$ cat config.mk
export PLATFORM = sky130hd
export DESIGN_NAME = fpa_cell
export DESIGN_NICKNAME = d
export VERILOG_FILES = /design/src/rtl/core/fixed_point_alu_macros.svh /design/src/rtl/core/fpa_pkg.sv /design/src/rtl/core/fpa_cell.sv
export SDC_FILE = /design/constraint.sdc
export NUM_CORES = 1
export LEC_CHECK = 0
export BUFFER_PORTS_ARGS = -buffer_cell sky130_fd_sc_hd__buf_2
export CAP_MARGIN = 20
export CORE_AREA = 2 2 149 151
export CTS_CLUSTER_DIAMETER = 150
export DETAILED_ROUTE_END_ITERATION = 8
export DIE_AREA = 0 0 151 153
export GPL_TIMING_DRIVEN = 0
export PLACE_DENSITY_LB_ADDON = 0.05
export SKIP_CTS_REPAIR_TIMING = 1
export SLEW_MARGIN = 25
export SYNTH_ARGS = -nofsm -noshare
export SYNTH_HDL_FRONTEND = slang
export SYNTH_SLANG_ARGS = --single-unit
export TNS_END_PERCENT = 30
$ cat constraint.sdc
create_clock -name clk -period 3.89 [get_ports clk]
set_clock_uncertainty 0.1 [all_clocks]
set_input_delay 0.389 -clock clk [delete_from_list [all_inputs] [get_ports clk]]
set_output_delay 0.389 -clock clk [all_outputs]
set_load 0.01 [all_outputs]
$ cat src/rtl/core/fixed_point_alu_macros.svh
//------------------------------------------------------------------------------
// Fixed-point ALU assertion macros
// Shared concurrent assertion forms for the ALU RTL.
//------------------------------------------------------------------------------
`ifndef FIXED_POINT_ALU_MACROS_SVH
`define FIXED_POINT_ALU_MACROS_SVH

// implication checked every cycle outside reset
`define FPA_ASSERT_IMP(label, ante, cons) \
  label: assert property (@(posedge clk) disable iff (rst) (ante) |-> (cons)) \
    else $error("assertion failed");

// next-cycle implication
`define FPA_ASSERT_NEXT(label, ante, cons) \
  label: assert property (@(posedge clk) disable iff (rst) (ante) |=> (cons)) \
    else $error("assertion failed");

`endif

$ cat src/rtl/core/fpa_pkg.sv
//------------------------------------------------------------------------------
// Fixed-point ALU package
// Widths, mode codes and the item record carried along the cell chain.
//------------------------------------------------------------------------------
`default_nettype none
package fpa_pkg;
  localparam int FRACTION_BITS = 8;
  localparam int W = 32;
  localparam int NW = W + FRACTION_BITS;     // divider numerator width
  localparam int NCELL = NW;                 // one quotient bit per cell

  typedef enum logic [3:0] {
    MODE_ADD = 4'd0, MODE_SUB = 4'd1, MODE_MUL = 4'd2, MODE_DIV = 4'd3,
    MODE_MIN = 4'd4, MODE_MAX = 4'd5, MODE_INC = 4'd6, MODE_DEC = 4'd7,
    MODE_TOINT = 4'd8, MODE_FROMINT = 4'd9, MODE_CMP = 4'd10
  } mode_t;

  // word travelling down the chain
  typedef struct packed {
    logic          valid;
    logic [3:0]    mode;
    logic          neg;        // result sign for mul/div
    logic [NW-1:0] num;        // numerator bits, shifted out MSB first
    logic [W:0]    rem;        // partial remainder
    logic [NW-1:0] quo;        // quotient bits so far
    logic [W-1:0]  den;        // |b|
    logic [W-1:0]  res;        // result for non-divide modes and divide by zero
    logic [4:0]    flags;      // {dz, ovf, equal, less, greater}
  } cell_t;

  localparam logic [W-1:0] WMAX = {1'b0, {(W-1){1'b1}}};
  localparam logic [W-1:0] WMIN = {1'b1, {(W-1){1'b0}}};
endpackage
`default_nettype wire

$ cat src/rtl/core/fpa_cell.sv
//------------------------------------------------------------------------------
// Fixed-point ALU divider cell
// One restoring-division step: develops one quotient bit and passes the word on.
//------------------------------------------------------------------------------
`default_nettype none
module fpa_cell import fpa_pkg::*; (
  input  wire logic clk,
  input  wire logic rst,
  input  wire logic en,
  input  cell_t     d,
  output cell_t     q
);
  cell_t n;
  logic [W:0] sh;
  logic [W+1:0] diff;

  always_comb begin
    n = d;
    sh = {d.rem[W-1:0], d.num[NW-1]};
    diff = {1'b0, sh} - {2'b0, d.den};
    n.num = {d.num[NW-2:0], 1'b0};
    if (!diff[W+1]) begin
      n.rem = diff[W:0];
      n.quo = {d.quo[NW-2:0], 1'b1};
    end else begin
      n.rem = sh;
      n.quo = {d.quo[NW-2:0], 1'b0};
    end
  end

  always_ff @(posedge clk) begin
    if (rst) begin
      q.valid <= 1'b0;
    end else if (en) begin
      q.valid <= n.valid;
    end
    if (en) begin
      q.mode <= n.mode; q.neg <= n.neg; q.num <= n.num; q.rem <= n.rem;
      q.quo <= n.quo; q.den <= n.den; q.res <= n.res; q.flags <= n.flags;
    end
  end
endmodule
`default_nettype wire

======== Word-level counts from Yosys, hierarchy flattened ========
Cells that the tools add are included.
word-level totals
  logic and storage cells ................. 11
  output and inout port bits .............. 188
  bits in registers ....................... 187
operators by class
  mux-type cells .......................... 1
  add/sub/neg operators ................... 1
operators by type and width
  kind                                            count
  73-bit two-way mux                              1
  33-bit by 32-bit subtractor with 34-bit output  1

======== Longest topological paths before layout ========
  word-level depth ........................ 2
  mapped depth ............................ 13
  depth with buffers taken out ............ 12

======== Least setup slack after synthesis ========
No wires, ideal clock.
  path kind ............................... input to register
  start ................................... in d[181] (netlist bit)
  end ..................................... reg q[133] (netlist bit), data pin
  path buffers ............................ 0
  library setup time ...................... 0.260 ns
  stages on the path ...................... 12
  arrival time ............................ 2.470 ns
  setup slack ............................. 1.060 ns
  cells stage by stage .................... inv_1 > ha_1 > inv_1 > fa_1 > a211o_2 > a21oi_2 > o21bai_2 > o31ai_4 > a21oi_2 > a31oi_4 > xnor2_1 > mux2_4
RTL lines
  element             RTL line        text
  start: declaration  fpa_cell.sv:10  input cell_t d,
  end: declaration    fpa_cell.sv:11  output cell_t q

==> results.yml <==
run_status:
  status: "finished, final reports clean"
cts:
  path_clk_slew_ps: 80
  root_buffer: "sky130_fd_sc_hd__clkbuf_16"
  clock_tree.htree_level_count: 4
  cts-buffers-inserted: 17
  clock_path_buffers: 2
  cts_sinks: 187
  cts_tree: "built"
  clock_insertion_delay_worst_skew_ps: 420
global_route:
  first_global_vias: 5860
  global_routing_usage_summed_across_all_routing_layers: 0.1953
  first_pass_grt_wire_length_um: 33730
  grt_overflow_total: 0
  maximum_number_of_pins_on_one_net_before_global_route_repair: 99
  antenna_found_initial: 7
timing:
  fin_crit_sh: 0.7390
  hold_violations: 0
  maxSlewViolCount: 0
  setup_repair_after_global_routing_missed_its_margin: "false"
  finalCriticalPeriod_ps: 2875
  report.final.setup_viol: 0
  max_freq_mhz: 347.9
  tightest_slew_ps: 713.8
  timing.max_slew.rel_slack: 0.5241
min_path:
  hold-path-endpoint: "q[31]$_DFFE_PP_"
  hold_start: "d[31]"
  hold_path.class: "in2reg"
  hold_path_depth: 1
layout:
  final_common_cell: "sky130_fd_sc_hd__buf_2"
  area_growth_pct: 36.20
  layoutNonFillerInstCount: 1254
  largest_reg_flops: 187
  layout.cells.most_common_list: "383 x sky130_fd_sc_hd__buf_2, 186 x sky130_fd_sc_hd__edfxtp_1, 50 x sky130_fd_sc_hd__a21oi_1"
  largestRegisters: "q x187"
  largest_register: "q"
  fraction_of_layout_instances_using_a_drive_strength_above_1: 0.4619
  finalNetCount: 1181
logic_synthesis:
  synth-edff-count: 186
  ys_ff_latch: 187
  postSynthNetCount: 783
  synth.lib_cells_used.distinct: 57
  yosys_warnings: 0
  synth.top_cells.by_area: "sky130_fd_sc_hd__edfxtp_1 70%, sky130_fd_sc_hd__ha_1 5.0%, sky130_fd_sc_hd__a21oi_1 3.1%"
  share_of_async_settable_or_async_resettable_flops_after_synthesis: 0
  netlist_instances: 559
  yosysTopAreaCellShare: 0.6968
  synth.avg_cell_area_um2: 14.34
  cell_type_contributing_the_most_total_cell_area_after_synthesis: "sky130_fd_sc_hd__edfxtp_1"
  syn_area_um2: 8015
  seq_area_frac_synth: 0.6993
  synthFlopType: "sky130_fd_sc_hd__edfxtp_1"
floorplan:
  die-area_um2: 23100
  initial_core_util: 0.3730
  dieWidth_um: 151
  fp.dieH_um: 153
  top_level_port_count: 379
  placement_rows: 54
  core_area_um2: 21490
worst_setup_path:
  worst-endpoint-required_ps: 3970
  timing.critical_path.to_type: "flop"
  timing.critical_path.mode_cell: "sky130_fd_sc_hd__inv_1"
  path_buf_inv: 3
  worstReg2RegEnd: "q[187]$_SDFFE_PP0P_"
  worstPathArrival_ps: 2950
  crit_path_cell_trace: "buf_2, inv_1, ha_1, inv_1, fa_1, a211o_2, a21oi_2, o21bai_2, a31oi_1, o21ai_0, a21boi_0, xor2_1, a21oi_1"
  critical_path.startpoint: "d[181]"
  critical_path_peak_fanout: 5
  worstSetupPathType: "in2reg"
  cp_slowest_stage_delay_ps: 430
  reg2reg_depth: 2
  cp-start-kind: "primary input"
  rr_startpoint: "q[187]$_SDFFE_PP0P_"
  worst-r2r-setup-slack_ps: 3200
  crit_slowest_cell: "sky130_fd_sc_hd__fa_1"
  crit_family: "compound AO/OA/AOI/OAI gates"
detailed_routing:
  remaining_drc_errors: 0
  wl_per_cell_um: 18.38
  drt_iter0_drc: 288
  postRouteWirelength_um: 23050
  via_count_of_the_routed_design: 5897
  ant_nets: 0
  drt-pass1-iter-count: 6
  vias_per_cell: 4.703
place:
  placement.io_buffers: 375
  placedCellCount: 1215
  place_hpwl_um: 18080
  gp_routability_congestion: 0.7940
power_and_ir_drop:
  pwr_density_cell_nw_per_um2: 468.1
  totalPowerFinal_mw: 5.110
  total_leakage_power_nw: 4.795
  peakVddDrop_mv: 0.2906
job:
  max_cap_violations: 0
-- layer usage --
metal  wire, µm  GRT usage
met5         57          0
met4        625    0.07032
met3       1851    0.06537
met2      11920     0.3522
met1       8590     0.2112
-- cell families after synthesis --
family,after synthesis,synth area share
adders and majority gates,33,0.05245
and+or+nand+nor,115,0.06603
other,1,0.0004679
muxes,9,0.01296
buffers and inverters,61,0.03325
AOI/OAI and AO/OA,124,0.1038
xor gates and xnor gates,29,0.03169
DFF,187,0.6993
-- stage by stage --
step                      setup TNS (ps)  instance area (µm²)    util  worst slack (ps)  hold WS, ps
final                                  0                10920  0.5081              1015        26.67
after detailed placement               0                10280  0.4785             544.5        387.1
after global routing                   0                10910  0.5079             888.1      -0.4209
after floorplan                        0                 8015       -              1060        361.4
after CTS                              0                10880  0.5062             998.1       -13.60
after global placement            -33180                10240  0.4767            -266.0        376.3
-- worst max path at each step --
stage	cells after the start	to
after floorplan	12	q[133]$_DFFE_PP_
after global placement	3	q[187]$_SDFFE_PP0P_
after detailed placement	13	q[131]$_DFFE_PP_
after CTS	13	q[131]$_DFFE_PP_
after global routing	13	q[131]$_DFFE_PP_
final	13	q[131]$_DFFE_PP_
-- final cells by class --
class                   instances  area [µm²]
diodes                          4       10.01
fillers                      2001       10570
flip-flops and latches        187        5605
clock buffers                  18       429.2
inverters                      39       146.4
well taps                     280       350.3
repair buffers                379        1944
clock inverters                14       167.7
plain buffers                  22       120.1
multi-input cells             311        2143
-- Yosys cell counts, drive strengths merged (2+ instances only) --
cell type and number:
a21boi 3, a21o 11, a21oi 55, a311oi 2, a31o 3, a31oi 5, and2 2, and3 5
buf 14, clkbuf 8, edfxtp 186, ha 32, inv 39, mux2 8, nand2 27, nand2b 3
nand3 12, nand4 7, nor2 42, nor2b 2, nor3 8, o211a 2, o211ai 5, o21a 3
o21ai 18, o21bai 4, o22ai 2, o31ai 3, o41a 2, or2 3, xnor2 23, xor2 6
-- power by group --
| part | internal (mW) | switching, mW | leakage, nW |
|---|---|---|---|
| registers | 2.44 | 0.0406 | 1.83 |
| clock network | 0.874 | 0.864 | 0.290 |
| logic | 0.380 | 0.515 | 2.68 |
| total | 3.69 | 1.42 | 4.80 |
(Power assumes the default switching activity.)
