**config.mk**
```make
export PLATFORM = sky130hd
export DESIGN_NAME = fpa_front
export DESIGN_NICKNAME = d
export VERILOG_FILES = /design/src/rtl/core/fixed_point_alu_macros.svh /design/src/rtl/core/fpa_pkg.sv /design/src/rtl/core/fpa_front.sv
export SDC_FILE = /design/constraint.sdc
export NUM_CORES = 2
export LEC_CHECK = 0
export ABC_AREA = 1
export BUFFER_PORTS_ARGS = -buffer_cell sky130_fd_sc_hd__buf_2
export CELL_PAD_IN_SITES_DETAIL_PLACEMENT = 0
export CELL_PAD_IN_SITES_GLOBAL_PLACEMENT = 1
export CORE_UTILIZATION = 30
export CTS_BUF_LIST = sky130_fd_sc_hd__clkbuf_8
export DETAILED_ROUTE_END_ITERATION = 10
export PLACE_DENSITY = 0.64
export SLEW_MARGIN = 20
export SYNTH_ARGS = -nofsm -noshare
export SYNTH_HDL_FRONTEND = slang
export SYNTH_SLANG_ARGS = --single-unit
export TNS_END_PERCENT = 5
```
**constraint.sdc**
```tcl
create_clock -name clk -period 12.5 [get_ports clk]
set_input_delay 1.25 -clock clk [delete_from_list [all_inputs] [get_ports clk]]
set_output_delay 1.25 -clock clk [all_outputs]
set_load 0.01 [all_outputs]
```
**src/rtl/core/fixed_point_alu_macros.svh**
```systemverilog
//------------------------------------------------------------------------------
// Fixed-point ALU assertion macros
// Shared concurrent assertion forms for the ALU RTL.
//------------------------------------------------------------------------------
`ifndef FIXED_POINT_ALU_MACROS_SVH
`define FIXED_POINT_ALU_MACROS_SVH

// implication checked every cycle outside reset
`define FPA_ASSERT_IMP(label, ante, cons) \
  label: assert property (@(posedge clk) disable iff (rst) (ante) |-> (cons)) \
    else $error("assertion failed");

// next-cycle implication
`define FPA_ASSERT_NEXT(label, ante, cons) \
  label: assert property (@(posedge clk) disable iff (rst) (ante) |=> (cons)) \
    else $error("assertion failed");

`endif

```
**src/rtl/core/fpa_pkg.sv**
```systemverilog
//------------------------------------------------------------------------------
// Fixed-point ALU package
// Widths, mode codes and the item record carried along the cell chain.
//------------------------------------------------------------------------------
`default_nettype none
package fpa_pkg;
  localparam int FRACTION_BITS = 8;
  localparam int W = 32;
  localparam int NW = W + FRACTION_BITS;     // divider numerator width
  localparam int NCELL = NW;                 // one quotient bit per cell

  typedef enum logic [3:0] {
    MODE_ADD = 4'd0, MODE_SUB = 4'd1, MODE_MUL = 4'd2, MODE_DIV = 4'd3,
    MODE_MIN = 4'd4, MODE_MAX = 4'd5, MODE_INC = 4'd6, MODE_DEC = 4'd7,
    MODE_TOINT = 4'd8, MODE_FROMINT = 4'd9, MODE_CMP = 4'd10
  } mode_t;

  // word travelling down the chain
  typedef struct packed {
    logic          valid;
    logic [3:0]    mode;
    logic          neg;        // result sign for mul/div
    logic [NW-1:0] num;        // numerator bits, shifted out MSB first
    logic [W:0]    rem;        // partial remainder
    logic [NW-1:0] quo;        // quotient bits so far
    logic [W-1:0]  den;        // |b|
    logic [W-1:0]  res;        // result for non-divide modes and divide by zero
    logic [4:0]    flags;      // {dz, ovf, equal, less, greater}
  } cell_t;

  localparam logic [W-1:0] WMAX = {1'b0, {(W-1){1'b1}}};
  localparam logic [W-1:0] WMIN = {1'b1, {(W-1){1'b0}}};
endpackage
`default_nettype wire

```
**src/rtl/core/fpa_front.sv**
```systemverilog
//------------------------------------------------------------------------------
// Fixed-point ALU front stage
// Decodes the operands, computes every non-divide mode and seeds the divider.
//------------------------------------------------------------------------------
`default_nettype none
module fpa_front import fpa_pkg::*; (
  input  wire logic         clk,
  input  wire logic         rst,
  input  wire logic         en,
  input  wire logic         in_valid,
  input  wire logic [3:0]   mode,
  input  wire logic [W-1:0] a,
  input  wire logic [W-1:0] b,
  output cell_t             q
);
  localparam int PW = 2 * W;
  logic signed [W-1:0] sa, sb;
  logic [W-1:0] ma, mb;
  logic [PW-1:0] prod;
  logic [PW-1:0] pr;
  logic signed [W+1:0] sum;
  logic signed [W+FRACTION_BITS:0] fi;
  logic [W-1:0] res;
  logic ovf, neg;
  cell_t d;

  // saturate a wide signed value to W bits, overflow in the top bit
  function automatic logic [W:0] sat(input logic signed [PW:0] v);
    if (v > $signed({{(PW-W+1){1'b0}}, WMAX})) sat = {1'b1, WMAX};
    else if (v < $signed({{(PW-W+1){1'b1}}, WMIN})) sat = {1'b1, WMIN};
    else sat = {1'b0, v[W-1:0]};
  endfunction

  always_comb begin
    logic [W:0] s;
    sa = $signed(a);
    sb = $signed(b);
    ma = sa[W-1] ? W'(-a) : a;
    mb = sb[W-1] ? W'(-b) : b;
    neg = sa[W-1] ^ sb[W-1];
    prod = PW'(ma) * PW'(mb);
    pr = (prod + PW'((FRACTION_BITS > 0) ? (64'd1 << (FRACTION_BITS - 1)) : 64'd0))
         >> FRACTION_BITS;
    sum = '0;
    fi = '0;
    s = '0;
    res = '0;
    ovf = 1'b0;
    unique case (mode)
      MODE_ADD: begin sum = (W+2)'(sa) + (W+2)'(sb); s = sat((PW+1)'(sum)); end
      MODE_SUB: begin sum = (W+2)'(sa) - (W+2)'(sb); s = sat((PW+1)'(sum)); end
      MODE_INC: begin sum = (W+2)'(sa) + 1; s = sat((PW+1)'(sum)); end
      MODE_DEC: begin sum = (W+2)'(sa) - 1; s = sat((PW+1)'(sum)); end
      MODE_MUL: begin
        if (pr > PW'(WMAX) + PW'(neg)) s = {1'b1, neg ? WMIN : WMAX};
        else s = {1'b0, neg ? W'(-pr[W-1:0]) : pr[W-1:0]};
      end
      MODE_FROMINT: begin
        fi = (W+FRACTION_BITS+1)'(sa) <<< FRACTION_BITS;
        s = sat((PW+1)'(fi));
      end
      MODE_MIN: s = {1'b0, (sa <= sb) ? a : b};
      MODE_MAX: s = {1'b0, (sa >= sb) ? a : b};
      MODE_TOINT: s = {1'b0, W'(sa >>> FRACTION_BITS)};
      MODE_DIV: begin
        if (b == '0) s = {1'b0, (sa > 0) ? WMAX : ((sa < 0) ? WMIN : '0)};
      end
      default: s = '0;
    endcase
    ovf = s[W];
    res = s[W-1:0];
    d.valid = in_valid;
    d.mode = mode;
    d.neg = neg;
    d.num = {ma, {FRACTION_BITS{1'b0}}};
    d.rem = '0;
    d.quo = '0;
    d.den = mb;
    d.res = res;
    d.flags = {(mode == MODE_DIV) && (b == '0), ovf, sa == sb, sa < sb, sa > sb};
  end

  always_ff @(posedge clk) begin
    if (rst) begin
      q.valid <= 1'b0;
    end else if (en) begin
      q.valid <= d.valid;
    end
    if (en) begin
      q.mode <= d.mode; q.neg <= d.neg; q.num <= d.num; q.rem <= d.rem;
      q.quo <= d.quo; q.den <= d.den; q.res <= d.res; q.flags <= d.flags;
    end
  end
endmodule
`default_nettype wire

```
Word level (Yosys, flattened, before mapping)
Cells that the tools add are included.
{"block": "op_classes", "n_mul": 1, "order_cmp": 17, "muxes": 21, "bitwise_logic": 1, "addsub": 9, "n_eq_ne": 10, "reduce_logical": 3}
{"op": "two-way mux 33 bit", "n": 11}
{"op": "one-hot mux 33 bit (10 select lines)", "n": 1}
{"op": "two-way mux 32 bit", "n": 9}
{"op": "greater-than comparator 33 x 32 -> 1 bit, second input constant", "n": 4}
{"op": "less-than comparator 33 x 32 -> 1 bit, second input constant", "n": 4}
{"op": "negator 32 bit", "n": 3}
{"op": "adder 64 x 8 -> 64 bit, second input constant", "n": 1}
{"op": "multiplier 32 x 32 -> 64 bit", "n": 1}
{"op": "greater-than comparator 56 x 32 -> 1 bit", "n": 1}
{"op": "greater-than comparator 40 x 32 -> 1 bit, second input constant", "n": 1}
{"op": "less-than comparator 40 x 32 -> 1 bit, second input constant", "n": 1}
{"op": "adder 32 x 2 -> 33 bit, second input constant", "n": 1}
{"op": "adder 32 x 32 -> 33 bit", "n": 1}
{"op": "subtractor 32 x 2 -> 33 bit, second input constant", "n": 1}
{"op": "subtractor 32 x 32 -> 33 bit", "n": 1}
{"op": "adder 31 x 1 -> 32 bit, first input constant", "n": 1}
{"op": "== test 32 bit", "n": 1}
{"op": "greater-or-equal comparator 32 bit", "n": 1}
{"op": "greater-than comparator 32 x 1 -> 1 bit, second input constant", "n": 1}
{"op": "greater-than comparator 32 bit", "n": 1}
{"op": "<= comparator 32 bit", "n": 1}
{"op": "zero test 32 bit", "n": 1}
{"op": "less-than comparator 32 x 1 -> 1 bit, second input constant", "n": 1}
{"op": "less-than comparator 32 bit", "n": 1}
{"op": "7 further kinds", "n": 12}
{"block": "totals", "out_inout_bits": 188, "input_bits": 72, "regBits": 107}

Depth between registers and ports, before layout
{"block": "depth", "ltp_word": 8, "depth_mapped": 64, "depth_no_buf": 63}

Worst setup path before layout
OpenSTA, ideal clock, no wires.
{"block": "synth_timing", "kind": "input to register", "startpoint": "input a[0]", "endpoint": "register q[36] in the netlist's numbering, data pin", "setup_time_ns": 0.260, "path_slack_ns": 1.187, "path_stages": 54, "arrival_time_ns": 11.053, "n_path_buf": 4, "cell_sequence": "inv_1 > clkbuf_1 > clkbuf_1 > ha_1 > nand2_1 > nor2_1 > nand2_1 > nor2_2 > nand2_1 > o21ai_1 > nand2_1 > o21ai_1 > clkbuf_1 > nor2_1 > fa_1 > fa_1 > fa_1 > inv_1 > [... 18 more ...] > a21o_1 > nor2_1 > nand2_1 > nand2_1 > nand3_1 > nand2_1 > nand2_1 > nand2_1 > nand3_1 > nor2_1 > nand3_1 > nor2_1 > nand3_1 > nor2_4 > buf_6 > nand4_1 > nand3_1 > nand2_1"}
{"item": "start, declared", "line": "fpa_front.sv:12", "rtl": "input wire logic [W-1:0] a,"}
{"item": "end, declared", "line": "fpa_front.sv:14", "rtl": "output cell_t q"}

==> results by group <==
Logic synthesis
  • Synth top area cells: fa_1 (35%), nand2_1 (12%), inv_1 (12%)
  • Cells after synthesis: about 7200
  • Synthesized area: 50770 µm²
  • Yosys cell types: 58
  • Mux contribution to synthesized area: less than 1%
  • Synth Area in Compound Gates: under 10%
  • Syn avg cell area: around 7 µm²
  • Combinational family with the most area after synthesis: adder cells
  • Post-synthesis sequential area ratio: about 6.3%
  • Ys async rst share: 0%
  • Adder-cell share of the synthesized area: about 45%
  • Post-synth EDFFs: between 100 and 150
  • Synth warn: 0
  • Simple-Gate Fraction of Synth Area: about a quarter
  • Yosys top cell by area: fa_1
  • Main synth FF type: edfxtp_1
  • Area share of xor/xnor cells in the synthesized design: between 2 and 2.5%
  • Synth top area share: between 30% and 40%
  • Flops & latches, synth: around 110

Routing
  • Via Count: around 49000
  • Post-route ant nets: 0
  • DR WL/cell: ~25 µm
  • Initial drt markers: around 4700
  • Detail-routed via count per cell: between 5 and 6
  • DRC Markers: 0
  • Detailed Route WL: approximately 250 mm
  • Pre-antenna DRT Iters: 6

Setup path
  • Critical-path maximum fanout: 13
  • Critical Path RT: 12.84 ns
  • Critical Path Start Type: primary input
  • Critical path data arrival time: approximately 12 ns
  • Critical path type: primary input to flop
  • Buf/Inv on CP: 11
  • Slowest stage cell, crit path: fa_1
  • CP top delay family: adder cells
  • CP endpoint kind: flop
  • CP max stage delay: 0.66 ns

Global route
  • Antenna violations before repair: 10
  • Grt ovf: 0
  • Vias in the first global route: 48729
  • Pin count of the biggest net entering global routing: a little under 80
  • Gr usage total: between 20% and 30%
  • First-pass GRT wire length: 352.9 mm

STA
  • Final hold vios: 0
  • Final setup vio count: 0
  • RSZ-0062 raised after global routing: no
  • Crit path time final: 11.97 ns
  • Final Slew Violations: 0
  • Worst slew pin tran: 1.062 ns
  • Hold Slack: around 0.51 ns
  • Worst slew margin: between 20 and 30%
  • Fmax: 0.08357 GHz
  • Final Skew: 0 ns
  • Final period utilization: a little over nine tenths

Floorplan
  • Die Span Y: roughly 410 µm
  • Starting density of the core: between 30% and 40%
  • Core Area: 167600 µm²
  • Number of core rows: 150
  • Num ports: 260
  • DIE WIDTH: 413.4 µm
  • Die area: around 170000 µm²

Cells and area
  • Layout overhead on the synthesized area: 11.55%
  • Fin cells: ~9700
  • Commonest non-fill, non-tap cell in the layout: nand2_1
  • Biggest regs: q (107)
  • Flip-flop count of the largest register after layout: 107
  • Filler cell count: 18440
  • Design Area, Final: around 57000 µm²
  • Commonest cells after routing, fill and taps aside: nand2_1 (1602), inv_1 (1569), nor2_1 (942)
  • Register with the most flip-flops: q
  • Layout net count: a little under 9000
  • Share of cells above drive strength 1: approximately a tenth

Placement
  • Port buffer count: ~180
  • Placed Instance Area: 56390 µm²
  • GP Congestion: between 0.9 and 1
  • DP Wirelength: roughly 210 mm
  • Inst Count DP: approximately 9700

Clocking
  • Number of buffers created by CTS: 9
  • Clk Latency, worst-skew pair: 0.57 ns
  • Clock tree buffer depth: 2
  • CTS sink cnt: approximately 110
  • Clock root buffer: clkbuf_8
  • Clock transition at path regs: 0.15 ns
  • CTS tree: built
  • H-tree depth: 3

Hold path
  • Worst hold path class: flop to flop

Flow run
  • Max Cap Viol: 0

Status
  • Status: completed
==> kinds of logic (layout without fill, tap and decap cells) <==
logic type | count (synthesis) | after routing
AO/OA/AOI/OAI | 603 | 603
XOR/XNOR | 125 | 125
adder cells (fa/ha/maj) | 1286 | 1286
buffers and inverters | 1970 | 2218
flip-flops | 107 | 107
multiplexers | 1 | 1
other | 1 | 87
AND/OR/NAND/NOR | 3070 | 3070
==> Yosys cell counts, types with 93 or more instances <==
master,count
nand3_1,288
fa_1,899
edfxtp_1,106
a21oi_1,261
ha_1,387
o21ai_0,216
inv_1,1570
nor2_1,944
nand2_1,1602
buf_4,93
xor2_1,109
clkbuf_1,184
==> layer usage <==
layer  vias to the layer above  share of wire [%]  global-route usage, %
met5                         -                  0                      0
met4                         0                2.8                  7.380
met3                       264                8.1                  6.175
met2                      1941                 43                  43.75
met1                     24709                 46                  41.92
li1                      21892                  -                      -
==> tightest hold or removal path: cells and delay by family, from the launching register on <==
family	cells	cell delay, ns
mux	1	0.06
flops	1	0.35
simple gates	1	0.07
==> cell type report <==
cell class,instances,area [µm²],area share [%]
inverters,1603,6021,10.63
clock buffers,9,123.9,0.2187
well taps,2204,2758,4.869
clock inverters,7,68.82,0.1215
multi-input cells,5166,40140,70.87
diodes,6,15.01,0.02651
repair buffers,599,4307,7.605
flip-flops and latches,107,3203,5.656
==> what timing repair did <==
action / CTS / global route
gates resized for setup: 0 / 7
buffers inserted: 0 / 1
endpoints found under the setup margin: 0 / 33
hold buffers: 0 / 0
==> worst paths after layout <==
kind,from,endpoint,slack [ns],depth (start not counted)
min,q[187]$_SDFFE_PP0P_,q[187]$_SDFFE_PP0P_,0.51,2
max reg2reg,q[187]$_SDFFE_PP0P_,q[187]$_SDFFE_PP0P_,11.91,2
min reg2reg,q[187]$_SDFFE_PP0P_,q[187]$_SDFFE_PP0P_,0.51,2
max,a[0],q[7]$_DFFE_PP_,0.53,50
==> per-stage QoR <==
stage          utilization [%]  setup TNS, ns  setup slack, ns
4_1_cts                  33.76              0           0.5191
5_1_grt                  33.79              0          0.01131
6_report                 33.79              0           0.5342
3_5_place_dp             33.65         -1.471         -0.08908
3_3_place_gp             33.65      -0.001704        -0.001704
2_1_floorplan                -              0            1.187
Power is left out: the tool's default activity adds up to more than one toggle a clock period on the data nets, which glitch-free logic cannot reach.
